--- src/gpc_pkg.sv ---
// Shared types, constants and helpers of the grid path counter.
package gpc_pkg;

  localparam int COUNT_BITS   = 32;
  localparam int MAX_COLS     = 64;
  localparam int MAX_ROWS     = 64;
  localparam int COL_BITS     = $clog2(MAX_COLS);
  localparam int ROW_BITS     = $clog2(MAX_ROWS);
  localparam int REG_BITS     = 7;
  localparam int CFG_IDX_BITS = 1;
  localparam int QDEPTH       = 4;
  localparam int QPTR_BITS    = $clog2(QDEPTH);

  localparam logic [REG_BITS-1:0] MAX_COLS_V = REG_BITS'(MAX_COLS);
  localparam logic [REG_BITS-1:0] MAX_ROWS_V = REG_BITS'(MAX_ROWS);

  // Register indexes of the configuration port
  localparam logic [CFG_IDX_BITS-1:0] REG_GRID_ROWS = 1'b0;
  localparam logic [CFG_IDX_BITS-1:0] REG_GRID_COLS = 1'b1;

  typedef logic [COUNT_BITS-1:0] count_t;

  // One classified cell, passed from the front to the back
  typedef struct packed {
    logic [COL_BITS-1:0] col;
    logic                blocked;
    logic                first_cell;
    logic                top_row;
    logic                left_col;
    logic                last_cell;
  } cell_t;

  typedef struct packed {
    logic full;
    logic empty;
  } q_stat_t;

  // Last index in use for a dimension register: zero acts as one, large values clamp.
  function automatic logic [REG_BITS-1:0] last_index(input logic [REG_BITS-1:0] v,
                                                     input logic [REG_BITS-1:0] limit);
    logic [REG_BITS-1:0] res;
    if (v == '0) begin
      res = '0;
    end else if (v > limit) begin
      res = limit - REG_BITS'(1);
    end else begin
      res = v - REG_BITS'(1);
    end
    return res;
  endfunction

endpackage

--- src/grid_path_counter_obstacles_unit.sv ---
// Top level of the grid path counter with obstacle cells.
//
//  channel   direction  handshake            payload
//  in_       request in push / full          in_blocked
//  out_      request out empty / pop         out_path_total, out_overflowed
//  cfg_      write in   cfg_we               cfg_index, cfg_wdata
//
// One cell request is taken every cycle while the cell queue is not full;
// the back end does one add and one row-buffer read-and-write per cell, so
// that stage sets the rate. The last cell's count is registered as the result.
// Reset is synchronous; no clearing pass, the row buffer is written before read.
// A result held on the output stalls the back end only at the next grid's last
// cell; the four-entry cell queue then fills and full rises.
module grid_path_counter_obstacles_unit import gpc_pkg::*; (
  input  logic                    clk,
  input  logic                    rst_n,
  input  logic                    cfg_we,
  input  logic [CFG_IDX_BITS-1:0] cfg_index,
  input  logic [REG_BITS-1:0]     cfg_wdata,
  input  logic                    in_push,
  output logic                    in_full,
  input  logic                    in_blocked,
  output logic                    out_empty,
  input  logic                    out_pop,
  output logic [COUNT_BITS-1:0]   out_path_total,
  output logic                    out_overflowed
);

  logic    q_push, q_pop;
  cell_t   q_wr_cell, q_rd_cell;
  q_stat_t q_stat;

  // Front: track row and column, classify each cell
  gpc_front u_front (
    .clk       (clk),
    .rst_n     (rst_n),
    .cfg_we    (cfg_we),
    .cfg_index (cfg_index),
    .cfg_wdata (cfg_wdata),
    .push      (in_push),
    .blocked   (in_blocked),
    .q_full    (q_stat.full),
    .q_push    (q_push),
    .q_cell    (q_wr_cell)
  );

  // Hold classified cells until the back end is free
  gpc_cellq u_cellq (
    .clk     (clk),
    .rst_n   (rst_n),
    .push    (q_push),
    .wr_cell (q_wr_cell),
    .pop     (q_pop),
    .rd_cell (q_rd_cell),
    .stat    (q_stat)
  );

  // Back: advance the row of counts and produce the total
  gpc_back u_back (
    .clk        (clk),
    .rst_n      (rst_n),
    .restart    (cfg_we),
    .q_empty    (q_stat.empty),
    .q_cell     (q_rd_cell),
    .q_pop      (q_pop),
    .pop        (out_pop),
    .out_empty  (out_empty),
    .path_total (out_path_total),
    .overflowed (out_overflowed)
  );

  assign in_full = q_stat.full;

  // The cell queue never reports full and empty at once
  a_q_full_empty: assert property (@(posedge clk) disable iff (!rst_n)
    !(q_stat.full && q_stat.empty))
    else $error("cell queue both full and empty");

  // A request taken into an empty queue is visible to the back end next cycle
  a_q_fill: assert property (@(posedge clk) disable iff (!rst_n)
    (q_push && q_stat.empty) |=> !q_stat.empty)
    else $error("cell queue lost a request");

  // Reset drops any waiting result
  a_reset_empty: assert property (@(posedge clk)
    !rst_n |=> out_empty)
    else $error("result pending after reset");

endmodule

--- src/gpc_ram.sv ---
// Generic single-write, single-read RAM with registered read data.
module gpc_ram #(
  parameter int WIDTH = 32,
  parameter int DEPTH = 64
) (
  input  logic                     clk,
  input  logic                     we,
  input  logic [$clog2(DEPTH)-1:0] waddr,
  input  logic [WIDTH-1:0]         wdata,
  input  logic                     re,
  input  logic [$clog2(DEPTH)-1:0] raddr,
  output logic [WIDTH-1:0]         rdata
);

  logic [WIDTH-1:0] mem_r [DEPTH];
  logic [WIDTH-1:0] rdata_r;

  always_ff @(posedge clk) begin
    if (we) begin
      mem_r[waddr] <= wdata;
    end
    if (re) begin
      rdata_r <= mem_r[raddr];
    end
  end

  assign rdata = rdata_r;

endmodule

--- src/gpc_front.sv ---
// Front end: configuration registers, cell position tracking and classification.
module gpc_front import gpc_pkg::*; (
  input  logic                    clk,
  input  logic                    rst_n,
  input  logic                    cfg_we,
  input  logic [CFG_IDX_BITS-1:0] cfg_index,
  input  logic [REG_BITS-1:0]     cfg_wdata,
  input  logic                    push,
  input  logic                    blocked,
  input  logic                    q_full,
  output logic                    q_push,
  output cell_t                   q_cell
);

  logic [REG_BITS-1:0] rows_r, rows_nxt;
  logic [REG_BITS-1:0] cols_r, cols_nxt;
  logic [ROW_BITS-1:0] row_r, row_nxt;
  logic [COL_BITS-1:0] col_r, col_nxt;
  logic [REG_BITS-1:0] last_row_w, last_col_w;
  logic                col_end, row_end, accept, restart;

  assign last_row_w = last_index(rows_r, MAX_ROWS_V);
  assign last_col_w = last_index(cols_r, MAX_COLS_V);
  assign col_end    = col_r >= last_col_w[COL_BITS-1:0];
  assign row_end    = row_r >= last_row_w[ROW_BITS-1:0];
  assign accept     = push & ~q_full;

  assign q_push            = accept;
  assign q_cell.col        = col_r;
  assign q_cell.blocked    = blocked;
  assign q_cell.first_cell = (row_r == '0) && (col_r == '0);
  assign q_cell.top_row    = (row_r == '0);
  assign q_cell.left_col   = (col_r == '0);
  assign q_cell.last_cell  = col_end && row_end;

  always_comb begin
    rows_nxt = rows_r;
    cols_nxt = cols_r;
    row_nxt  = row_r;
    col_nxt  = col_r;
    restart  = 1'b0;
    if (cfg_we) begin
      case (cfg_index)
        REG_GRID_ROWS: begin
          rows_nxt = cfg_wdata;
          restart  = 1'b1;
        end
        REG_GRID_COLS: begin
          cols_nxt = cfg_wdata;
          restart  = 1'b1;
        end
        default: begin
          restart = 1'b0;
        end
      endcase
    end
    if (restart) begin
      row_nxt = '0;
      col_nxt = '0;
    end else if (accept) begin
      if (col_end) begin
        col_nxt = '0;
        row_nxt = row_end ? '0 : row_r + ROW_BITS'(1);
      end else begin
        col_nxt = col_r + COL_BITS'(1);
      end
    end
  end

  always_ff @(posedge clk) begin
    if (!rst_n) begin
      rows_r <= REG_BITS'(1);
      cols_r <= REG_BITS'(1);
      row_r  <= '0;
      col_r  <= '0;
    end else begin
      rows_r <= rows_nxt;
      cols_r <= cols_nxt;
      row_r  <= row_nxt;
      col_r  <= col_nxt;
    end
  end

endmodule

--- src/gpc_cellq.sv ---
// Short queue of classified cells between the front and the back.
module gpc_cellq import gpc_pkg::*; (
  input  logic    clk,
  input  logic    rst_n,
  input  logic    push,
  input  cell_t   wr_cell,
  input  logic    pop,
  output cell_t   rd_cell,
  output q_stat_t stat
);

  cell_t                ent_r [QDEPTH];
  logic [QPTR_BITS-1:0] wr_ptr_r, wr_ptr_nxt;
  logic [QPTR_BITS-1:0] rd_ptr_r, rd_ptr_nxt;
  logic [QPTR_BITS:0]   count_r, count_nxt;

  assign stat.full  = (count_r == (QPTR_BITS+1)'(QDEPTH));
  assign stat.empty = (count_r == '0);
  assign rd_cell    = ent_r[rd_ptr_r];

  always_comb begin
    wr_ptr_nxt = push ? wr_ptr_r + QPTR_BITS'(1) : wr_ptr_r;
    rd_ptr_nxt = pop  ? rd_ptr_r + QPTR_BITS'(1) : rd_ptr_r;
    count_nxt  = count_r;
    if (push && !pop) begin
      count_nxt = count_r + (QPTR_BITS+1)'(1);
    end else if (pop && !push) begin
      count_nxt = count_r - (QPTR_BITS+1)'(1);
    end
  end

  always_ff @(posedge clk) begin
    if (push) begin
      ent_r[wr_ptr_r] <= wr_cell;
    end
  end

  always_ff @(posedge clk) begin
    if (!rst_n) begin
      wr_ptr_r <= '0;
      rd_ptr_r <= '0;
      count_r  <= '0;
    end else begin
      wr_ptr_r <= wr_ptr_nxt;
      rd_ptr_r <= rd_ptr_nxt;
      count_r  <= count_nxt;
    end
  end

endmodule

--- src/gpc_back.sv ---
// Back end: row buffer, saturating cell sum and result register.
module gpc_back import gpc_pkg::*; (
  input  logic   clk,
  input  logic   rst_n,
  input  logic   restart,
  input  logic   q_empty,
  input  cell_t  q_cell,
  output logic   q_pop,
  input  logic   pop,
  output logic   out_empty,
  output count_t path_total,
  output logic   overflowed
);

  logic          s2_valid_r, s2_valid_nxt;
  cell_t         s2_cell_r;
  count_t        left_r, left_nxt;
  logic          sat_r, sat_nxt;
  logic          byp_r, byp_nxt;
  count_t        byp_data_r;
  logic          out_valid_r, out_valid_nxt;
  count_t        out_total_r;
  logic          out_ovf_r;
  count_t        ram_rdata, up, left, cell_cnt;
  logic [COUNT_BITS:0] sum;
  logic          sat_hit, s2_done, emit;

  gpc_ram #(
    .WIDTH (COUNT_BITS),
    .DEPTH (MAX_COLS)
  ) u_row_ram (
    .clk   (clk),
    .we    (s2_done),
    .waddr (s2_cell_r.col),
    .wdata (cell_cnt),
    .re    (q_pop),
    .raddr (q_cell.col),
    .rdata (ram_rdata)
  );

  always_comb begin
    up   = s2_cell_r.top_row  ? '0 : (byp_r ? byp_data_r : ram_rdata);
    left = s2_cell_r.left_col ? '0 : left_r;
    sum  = {1'b0, up} + {1'b0, left};
    sat_hit = 1'b0;
    if (s2_cell_r.blocked) begin
      cell_cnt = '0;
    end else if (s2_cell_r.first_cell) begin
      cell_cnt = COUNT_BITS'(1);
    end else if (sum[COUNT_BITS]) begin
      cell_cnt = '1;
      sat_hit  = 1'b1;
    end else begin
      cell_cnt = sum[COUNT_BITS-1:0];
    end
  end

  assign s2_done = s2_valid_r && (!s2_cell_r.last_cell || !out_valid_r || pop);
  assign q_pop   = !q_empty && (!s2_valid_r || s2_done);
  assign emit    = s2_done && s2_cell_r.last_cell;

  always_comb begin
    s2_valid_nxt = q_pop ? 1'b1 : (s2_done ? 1'b0 : s2_valid_r);
    // Forward a write that lands on the address being read in the same cycle
    byp_nxt      = q_pop ? (s2_done && (s2_cell_r.col == q_cell.col)) : byp_r;
    left_nxt     = left_r;
    sat_nxt      = sat_r;
    if (restart) begin
      left_nxt = '0;
      sat_nxt  = 1'b0;
    end else if (s2_done) begin
      left_nxt = cell_cnt;
      sat_nxt  = s2_cell_r.last_cell ? 1'b0 : (sat_r | sat_hit);
    end
    out_valid_nxt = emit ? 1'b1 : ((pop && out_valid_r) ? 1'b0 : out_valid_r);
  end

  always_ff @(posedge clk) begin
    if (q_pop) begin
      s2_cell_r  <= q_cell;
      byp_data_r <= cell_cnt;
    end
    if (emit) begin
      out_total_r <= cell_cnt;
      out_ovf_r   <= sat_r | sat_hit;
    end
  end

  always_ff @(posedge clk) begin
    if (!rst_n) begin
      s2_valid_r  <= 1'b0;
      byp_r       <= 1'b0;
      left_r      <= '0;
      sat_r       <= 1'b0;
      out_valid_r <= 1'b0;
    end else begin
      s2_valid_r  <= s2_valid_nxt;
      byp_r       <= byp_nxt;
      left_r      <= left_nxt;
      sat_r       <= sat_nxt;
      out_valid_r <= out_valid_nxt;
    end
  end

  assign out_empty  = !out_valid_r;
  assign path_total = out_total_r;
  assign overflowed = out_ovf_r;

endmodule

--- config.mk ---
export PLATFORM = sky130hd
export DESIGN_NAME = grid_path_counter_obstacles_unit
export DESIGN_NICKNAME = d
export VERILOG_FILES = /design/src/gpc_pkg.sv /design/src/grid_path_counter_obstacles_unit.sv /design/src/gpc_ram.sv /design/src/gpc_front.sv /design/src/gpc_cellq.sv /design/src/gpc_back.sv
export SDC_FILE = /design/constraint.sdc
export NUM_CORES = 2
export LEC_CHECK = 0
export BUFFER_PORTS_ARGS = -buffer_cell sky130_fd_sc_hd__buf_2
export CORE_AREA = 10 10 445 533
export DETAILED_ROUTE_END_ITERATION = 16
export DIE_AREA = 0 0 455 543
export PLACE_DENSITY_LB_ADDON = 0.05
export SYNTH_ARGS = -nofsm -noshare
export SYNTH_HDL_FRONTEND = slang
export SYNTH_SLANG_ARGS = --single-unit
--- constraint.sdc ---
create_clock -name clk -period 7.4 [get_ports clk]
set_clock_uncertainty 0.2 [all_clocks]
set_input_delay 2.22 -clock clk [delete_from_list [all_inputs] [get_ports clk]]
set_output_delay 2.22 -clock clk [all_outputs]
set_load 0.03 [all_outputs]
Yosys cells after proc, flatten, opt, wreduce, memory -nomap -nowiden --
Memories as Yosys holds them, arrays and structs flattened. A register that Yosys moved wholly into a read port is not among the register bits. Index checks and enable logic that the tools add are counted. W data, S select, Z words.
Word-level totals: register bits 145, memory bits (writable) 2092, input bits 14, output and inout port bits 35, logic and storage cells 103, memories kept 2
Memory list:
- u_back.u_row_ram.mem_r | words 64, width 32, read ports 1, clocked after Yosys merged registers in 1, write ports 1, RTL line gpc_ram.sv:15 | logic [WIDTH-1:0] mem_r [DEPTH];
- u_cellq.ent_r | words 4, width 11, read ports 1, clocked after Yosys merged registers in 1, write ports 1, RTL line gpc_cellq.sv:12 | cell_t ent_r [QDEPTH];
Operators by class: add/sub/neg operators 9, $lt $le $gt $ge 4, equality and inequality tests 2, multiplexer cells 29, bitwise gates (word level) 5, reductions and logical operators 31
Operator list (number):
- $mux W32 | 6
- $mux W6 | 6
- $add A32 B32 Y33 | 1
- $gt A7 B7 Y1 const B | 2
- $logic_not A7 Y1 | 2
- $mux W1 | 13
- $add A6 B1 Y6 const B | 2
- $ge A6 B6 Y1 | 2
- $logic_not A6 Y1 | 2
- $sub A6 B1 Y6 const B | 2
- $logic_and A1 B1 Y1 | 9
- $eq A6 B6 Y1 | 1
- $logic_not A1 Y1 | 6
- $mux W3 | 2
- $reduce_and A2 Y1 | 3
- $reduce_bool A2 Y1 | 3
- $add A2 B1 Y2 const B | 2
- $mux W2 | 2
- $reduce_or A2 Y1 | 2
- $add A3 B1 Y3 const B | 1
- $eq A3 B3 Y1 const B | 1
- $logic_not A3 Y1 | 1
- $logic_or A1 B1 Y1 | 3
- $not A1 Y1 | 3
- 3 further kinds | 3

Longest topological paths before layout --
word-level depth 9, depth in mapped cells 17, depth with buffers taken out 17

Modules after synthesis --
From an unflattened synthesis, not the netlist that was laid out.
Second synthesis, totals: cells, all modules 4269, area total of the unflattened synthesis 88857.7 µm²
Modules (own cells, without submodules):
- gpc_ram | times used 1, cells each 3324, area an instance 78835.6 µm², sequential area each 62459.9 µm²
- gpc_back | times used 1, cells each 636, area an instance 6278.5 µm², sequential area each 3002.9 µm²
- gpc_cellq | times used 1, cells each 100, area an instance 2034.5 µm², sequential area each 1501.4 µm²
- gpc_front | times used 1, cells each 209, area an instance 1709.1 µm², sequential area each 520.5 µm²

Least setup slack after synthesis --
OpenSTA, ideal clock, no wires.
kind reg-to-reg, start point register u_back.byp_r, end point register u_back.byp_data_r[31] (data pin), setup time 0.696 ns, data arrival time 5.672 ns, required time 6.504 ns, path slack 0.832 ns, cell stages (with the launch flop) 14, buffers on the path 2, clock period less this slack 6.568 ns, path through dfxtp_1 -> clkbuf_1 -> clkbuf_1 -> mux2i_1 -> nor2_1 -> ha_1 -> and3_1 -> a221o_2 -> a31o_4 -> a311oi_4 -> o41a_4 -> a21oi_1 -> and3b_1 -> nor3_1
On the way: cells in the longest elaborated chain, start to end 6
Ends and longest elaborated chain:
- from (decl) | RTL line gpc_back.sv:19 | logic byp_r, byp_nxt;
- from (signal assigned) | RTL line gpc_back.sv:98 | byp_r <= byp_nxt;
- $mux W32 (2 in series) | RTL line gpc_back.sv:42 | up = s2_cell_r.top_row ? '0 : (byp_r ? byp_data_r : ram_rdata);
- $add A32 B32 Y33 | RTL line gpc_back.sv:44 | sum = {1'b0, up} + {1'b0, left};
- $mux W32 | RTL line gpc_back.sv:50 | end else if (sum[COUNT_BITS]) begin
- $mux W32 | RTL line gpc_back.sv:48 | end else if (s2_cell_r.first_cell) begin
- $mux W32 | RTL line gpc_back.sv:46 | if (s2_cell_r.blocked) begin
- named net u_back.cell_cnt[31] | RTL line gpc_back.sv:24 | count_t ram_rdata, up, left, cell_cnt;
- to (signal assigned) | RTL line gpc_back.sv:81 | byp_data_r <= cell_cnt;
- to (decl) | RTL line gpc_back.sv:20 | count_t byp_data_r;
The timed path passes the listed nets, and every way through them passes these cells. A chain may end at the register's enable or synchronous reset.

Worst setup path after layout --
start point register u_back.byp_r, end point memory u_back.u_row_ram.mem_r[52][25] (data pin)
On the way: cells in the longest elaborated chain, start to end 6
Ends and longest elaborated chain (RTL line):
- $mux W32 (2 in series) | gpc_back.sv:42
- $add A32 B32 Y33 | gpc_back.sv:44
- $mux W32 | gpc_back.sv:50
- $mux W32 | gpc_back.sv:48
- $mux W32 | gpc_back.sv:46
- named net u_back.cell_cnt[25] | gpc_back.sv:24
- to (decl) | gpc_ram.sv:15
The timed path passes the listed nets, and every way through them passes these cells.

==> results.sh <==
export IMPL_ir_drop_mv=0.2285
export IMPL_p_clk_frac=0.292
export IMPL_area_delta_synth_final_pct=14.15
export IMPL_power_share_sequential=0.391
export IMPL_grt_max_degree=119
export IMPL_end_kind="register"
export IMPL_leakage_nw=34.53
export IMPL_root_buffer="clkbuf_16"
export IMPL_nNetsFinal=5787
export IMPL_drv_cap=0
export IMPL_p_int_mw=24.78
export IMPL_synth_mux_area_frac=0.08358
export IMPL_vias=51196
export IMPL_synth_net_count=5570
export IMPL_synth_compound_area_share=0.05676
export IMPL_status="complete, no violations"
export IMPL_synth_top_family_by_area="multiplexers"
export IMPL_utilization=0.4552
export IMPL_cts_hold_buf=0
export IMPL_antenna_left=0
export IMPL_synth_xor_area_share=0.004766
export IMPL_fin_crit_ps=5923
export IMPL_hold_depth=2
export IMPL_cts_buffers_inserted=237
export IMPL_setup_slack_ps=1477
export IMPL_synth_seq_cells=2271
export IMPL_h_tree_depth=4
export IMPL_ys_warn_count=0
export IMPL_ioPinCount=49
export IMPL_rows=191
export IMPL_async_reset_ff_frac=0
export IMPL_antenna_found_initial=19
export IMPL_total_power_mw=38.82
export IMPL_cp_arrival_ps=6360
export IMPL_slew_headroom=0.08514
export IMPL_final_area_um2=102800
export IMPL_fmaxAchievable_mhz=168.8
export IMPL_yosysUniqueCellTypes=73
export IMPL_clk_path_buf_depth=4
export IMPL_clock_latency_ps=910
export IMPL_crit_type="reg -> reg"
export IMPL_dieArea_um2=247100
export IMPL_finalSetupViolations=0
export IMPL_place_gp_congestion=0.8498
export IMPL_wl_per_cell_um=33.26
export IMPL_comb_power_share=0.316
export IMPL_min_delay_path_class="reg -> reg"
export IMPL_routed_wl_um=296000
export IMPL_grt_pass1_wl_um=412600
export IMPL_final_setup_tns_ps=0
export IMPL_clkSinkCount=2271
export IMPL_ys_seq_area_frac=0.7494
export IMPL_tightestPinTransition_ps=1372
export IMPL_synth_flop_cell="edfxtp_1"
export IMPL_crit_path_start_kind="register"
export IMPL_avgSynthCellArea_um2=16.38
export IMPL_switchingPower_mw=14.04
export IMPL_drt_pass1_iterations=5
export IMPL_synth_adder_area_share=0.008587
export IMPL_overflow=0
export IMPL_hold_slack_ps=247.7
export IMPL_drive_gt1_frac=0.1779
export IMPL_place_inst=8466
export IMPL_rsz0062_at_grt="no"
export IMPL_detailedPlacementHpwl_um=179100
export IMPL_timing_final_crit_share=0.8004
export IMPL_power_per_cell_area_nw_per_um2=377.7
export IMPL_reg2reg_depth=12
export IMPL_worstPathRequired_ps=7840
export IMPL_track_usage=0.2363
export IMPL_coreArea_um2=225800
export IMPL_start_util=0.3987
export IMPL_instances_no_fill=8900
export IMPL_die_w_um=455
export IMPL_port_buffers=48
export IMPL_die_h_um=543
export IMPL_cts_setup_buffers=0
export IMPL_cts_clk_slew_worst_paths_ps=60
export IMPL_drv_slew=0
export IMPL_grt_pass1_vias=50543
export IMPL_synth_edf_count=2200
export IMPL_syn_area_um2=90050
export IMPL_hold_viol=0
export IMPL_drc_errors=0
export IMPL_place_area_um2=95570
export IMPL_swShare=0.3617
export IMPL_cts_tree="done"
export IMPL_via_per_inst=5.752
export IMPL_place_ws_ps=1470
export IMPL_worstPathMaxFanout=34
export IMPL_drtIter0Drc=5328
export IMPL_synthSimpleGateAreaFrac=0.07863
export IMPL_post_cts_resized=0
export IMPL_synthCells=5497
registers in the layout, indices dropped and copies added (netlist names), named ones only:
register                count
u_back.u_row_ram.mem_r   2048
u_cellq.ent_r              44
u_back.byp_data_r          32
u_back.left_r              32
u_back.path_total          32
u_back.u_row_ram.rdata     32
u_back.s2_cell_r           11
u_front.cols_r              7
u_front.rows_r              7
u_front.col_r               6
u_front.row_r               6
u_cellq.count_r             3
u_cellq.rd_ptr_r            2
u_cellq.wr_ptr_r            2
u_back.byp_r                1
u_back.out_valid_r          1
u_back.overflowed           1
u_back.s2_valid_r           1
u_back.sat_r                1
layout by cell type, fill, tap and decap left out, drive strengths merged, types with 11 or more instances in the layout:
cell     count
a2111oi     18
a211oi      56
a21o        28
a21oi      171
a221oi      11
a22oi      100
a311oi      14
a31oi      108
and2        13
and3        65
buf        294
bufinv      11
clkbuf     309
clkinv      98
dfxtp       71
diode       11
edfxtp    2200
ha          57
inv         24
mux2i       87
mux4       292
nand2      902
nand3      204
nand4       28
nor2       233
nor2b       98
nor3        37
nor4        11
o2111ai     21
o21ai      110
o221ai      20
o22ai       24
o311a       12
xnor2       26
xor2        23
worst max-delay path, cell delays in order, from the launching register on:
cell and delay, ps:
dfxtp_2 660, buf_4 460, mux2i_1 150, nor2_1 200, fa_1 250, a21o_1 160, a221o_2 210, a31o_4 200
a311oi_4 140, o41a_4 550, a211o_1 670, a21oi_4 1150, buf_4 530
routing by layer:
metal	up-vias	global-route usage	wire length (um)
li1	21890	-	-
met1	27217	0.3298	126600
met2	1720	0.3812	140100
met3	369	0.03572	19520
met4	0	0.07482	9774
met5	-	0	0
cell families after synthesis:
family,count (synthesis)
flops,2271
xor+xnor,49
buf+inv,340
mux,386
fa+ha+maj,61
compound gates,762
simple gates,1628
synth_stat cells (8+ instances only):
cell	n	area share
a21oi_1	171	0.0095
ha_1	57	0.0079
a211oi_1	55	0.0046
nand3b_1	8	0.00067
o21ai_1	15	0.00083
edfxtp_1	2200	0.73
a22oi_1	100	0.0083
o21a_1	9	0.00075
o21ai_0	95	0.0053
o22ai_1	24	0.0017
a31oi_1	108	0.0075
a21boi_0	10	0.00083
buf_2	59	0.0033
buf_6	15	0.0019
nor4_1	11	0.00076
o2111ai_1	21	0.0020
and3_1	65	0.0045
inv_1	22	0.00092
clkbuf_1	178	0.0074
xnor2_1	26	0.0025
mux4_2	292	0.073
a311oi_1	13	0.0013
nand3_1	204	0.011
buf_4	48	0.0040
mux2i_1	87	0.0097
a2111oi_0	18	0.0018
nand2b_1	8	0.00056
buf_1	16	0.00067
xor2_1	23	0.0022
nand4_1	28	0.0019
o211ai_1	9	0.00075
nand2_1	902	0.038
a21o_1	28	0.0023
o221ai_1	20	0.0019
nor2b_1	98	0.0068
nor3_1	36	0.0020
o311a_1	12	0.0013
and2_1	13	0.00090
a221oi_1	11	0.0011
a32oi_1	9	0.00088
dfxtp_1	71	0.016
nor2_1	233	0.0097
power groups by stage:
| stage | combinational (mW) | clock (mW) | sequential (mW) |
|---|---|---|---|
| floorplan | 6.50 | 0 | 15.4 |
| global placement | 12.4 | 0 | 15.5 |
| detailed placement | 12.4 | 0 | 15.5 |
| CTS | 12.4 | 11.6 | 15.2 |
| global route | 12.9 | 12.1 | 15.2 |
| finish | 12.3 | 11.3 | 15.2 |
layout make-up:
| class | count | area, um2 |
|---|---|---|
| multi-input combinational | 2886 | 21840 |
| clock inverter | 114 | 843.3 |
| clock buffer | 309 | 6346 |
| antenna | 11 | 27.53 |
| tap | 2991 | 3742 |
| inverter | 24 | 115.1 |
| fill | 19671 | 123000 |
| timing repair buffer | 294 | 2387 |
| sequential | 2271 | 67490 |
path summary, 6_finish.rpt:
path	start	to	slack, ps
worst max register to register	u_back.byp_r	u_back.u_row_ram.mem_r[52][25]	1480
worst min register to register	u_back.left_r[29]	u_back.left_r[29]	250
worst min-delay path	u_back.left_r[29]	u_back.left_r[29]	250
worst max-delay path	u_back.byp_r	u_back.u_row_ram.mem_r[52][25]	1480
Note: power is estimated with default switching activity, not from simulation.
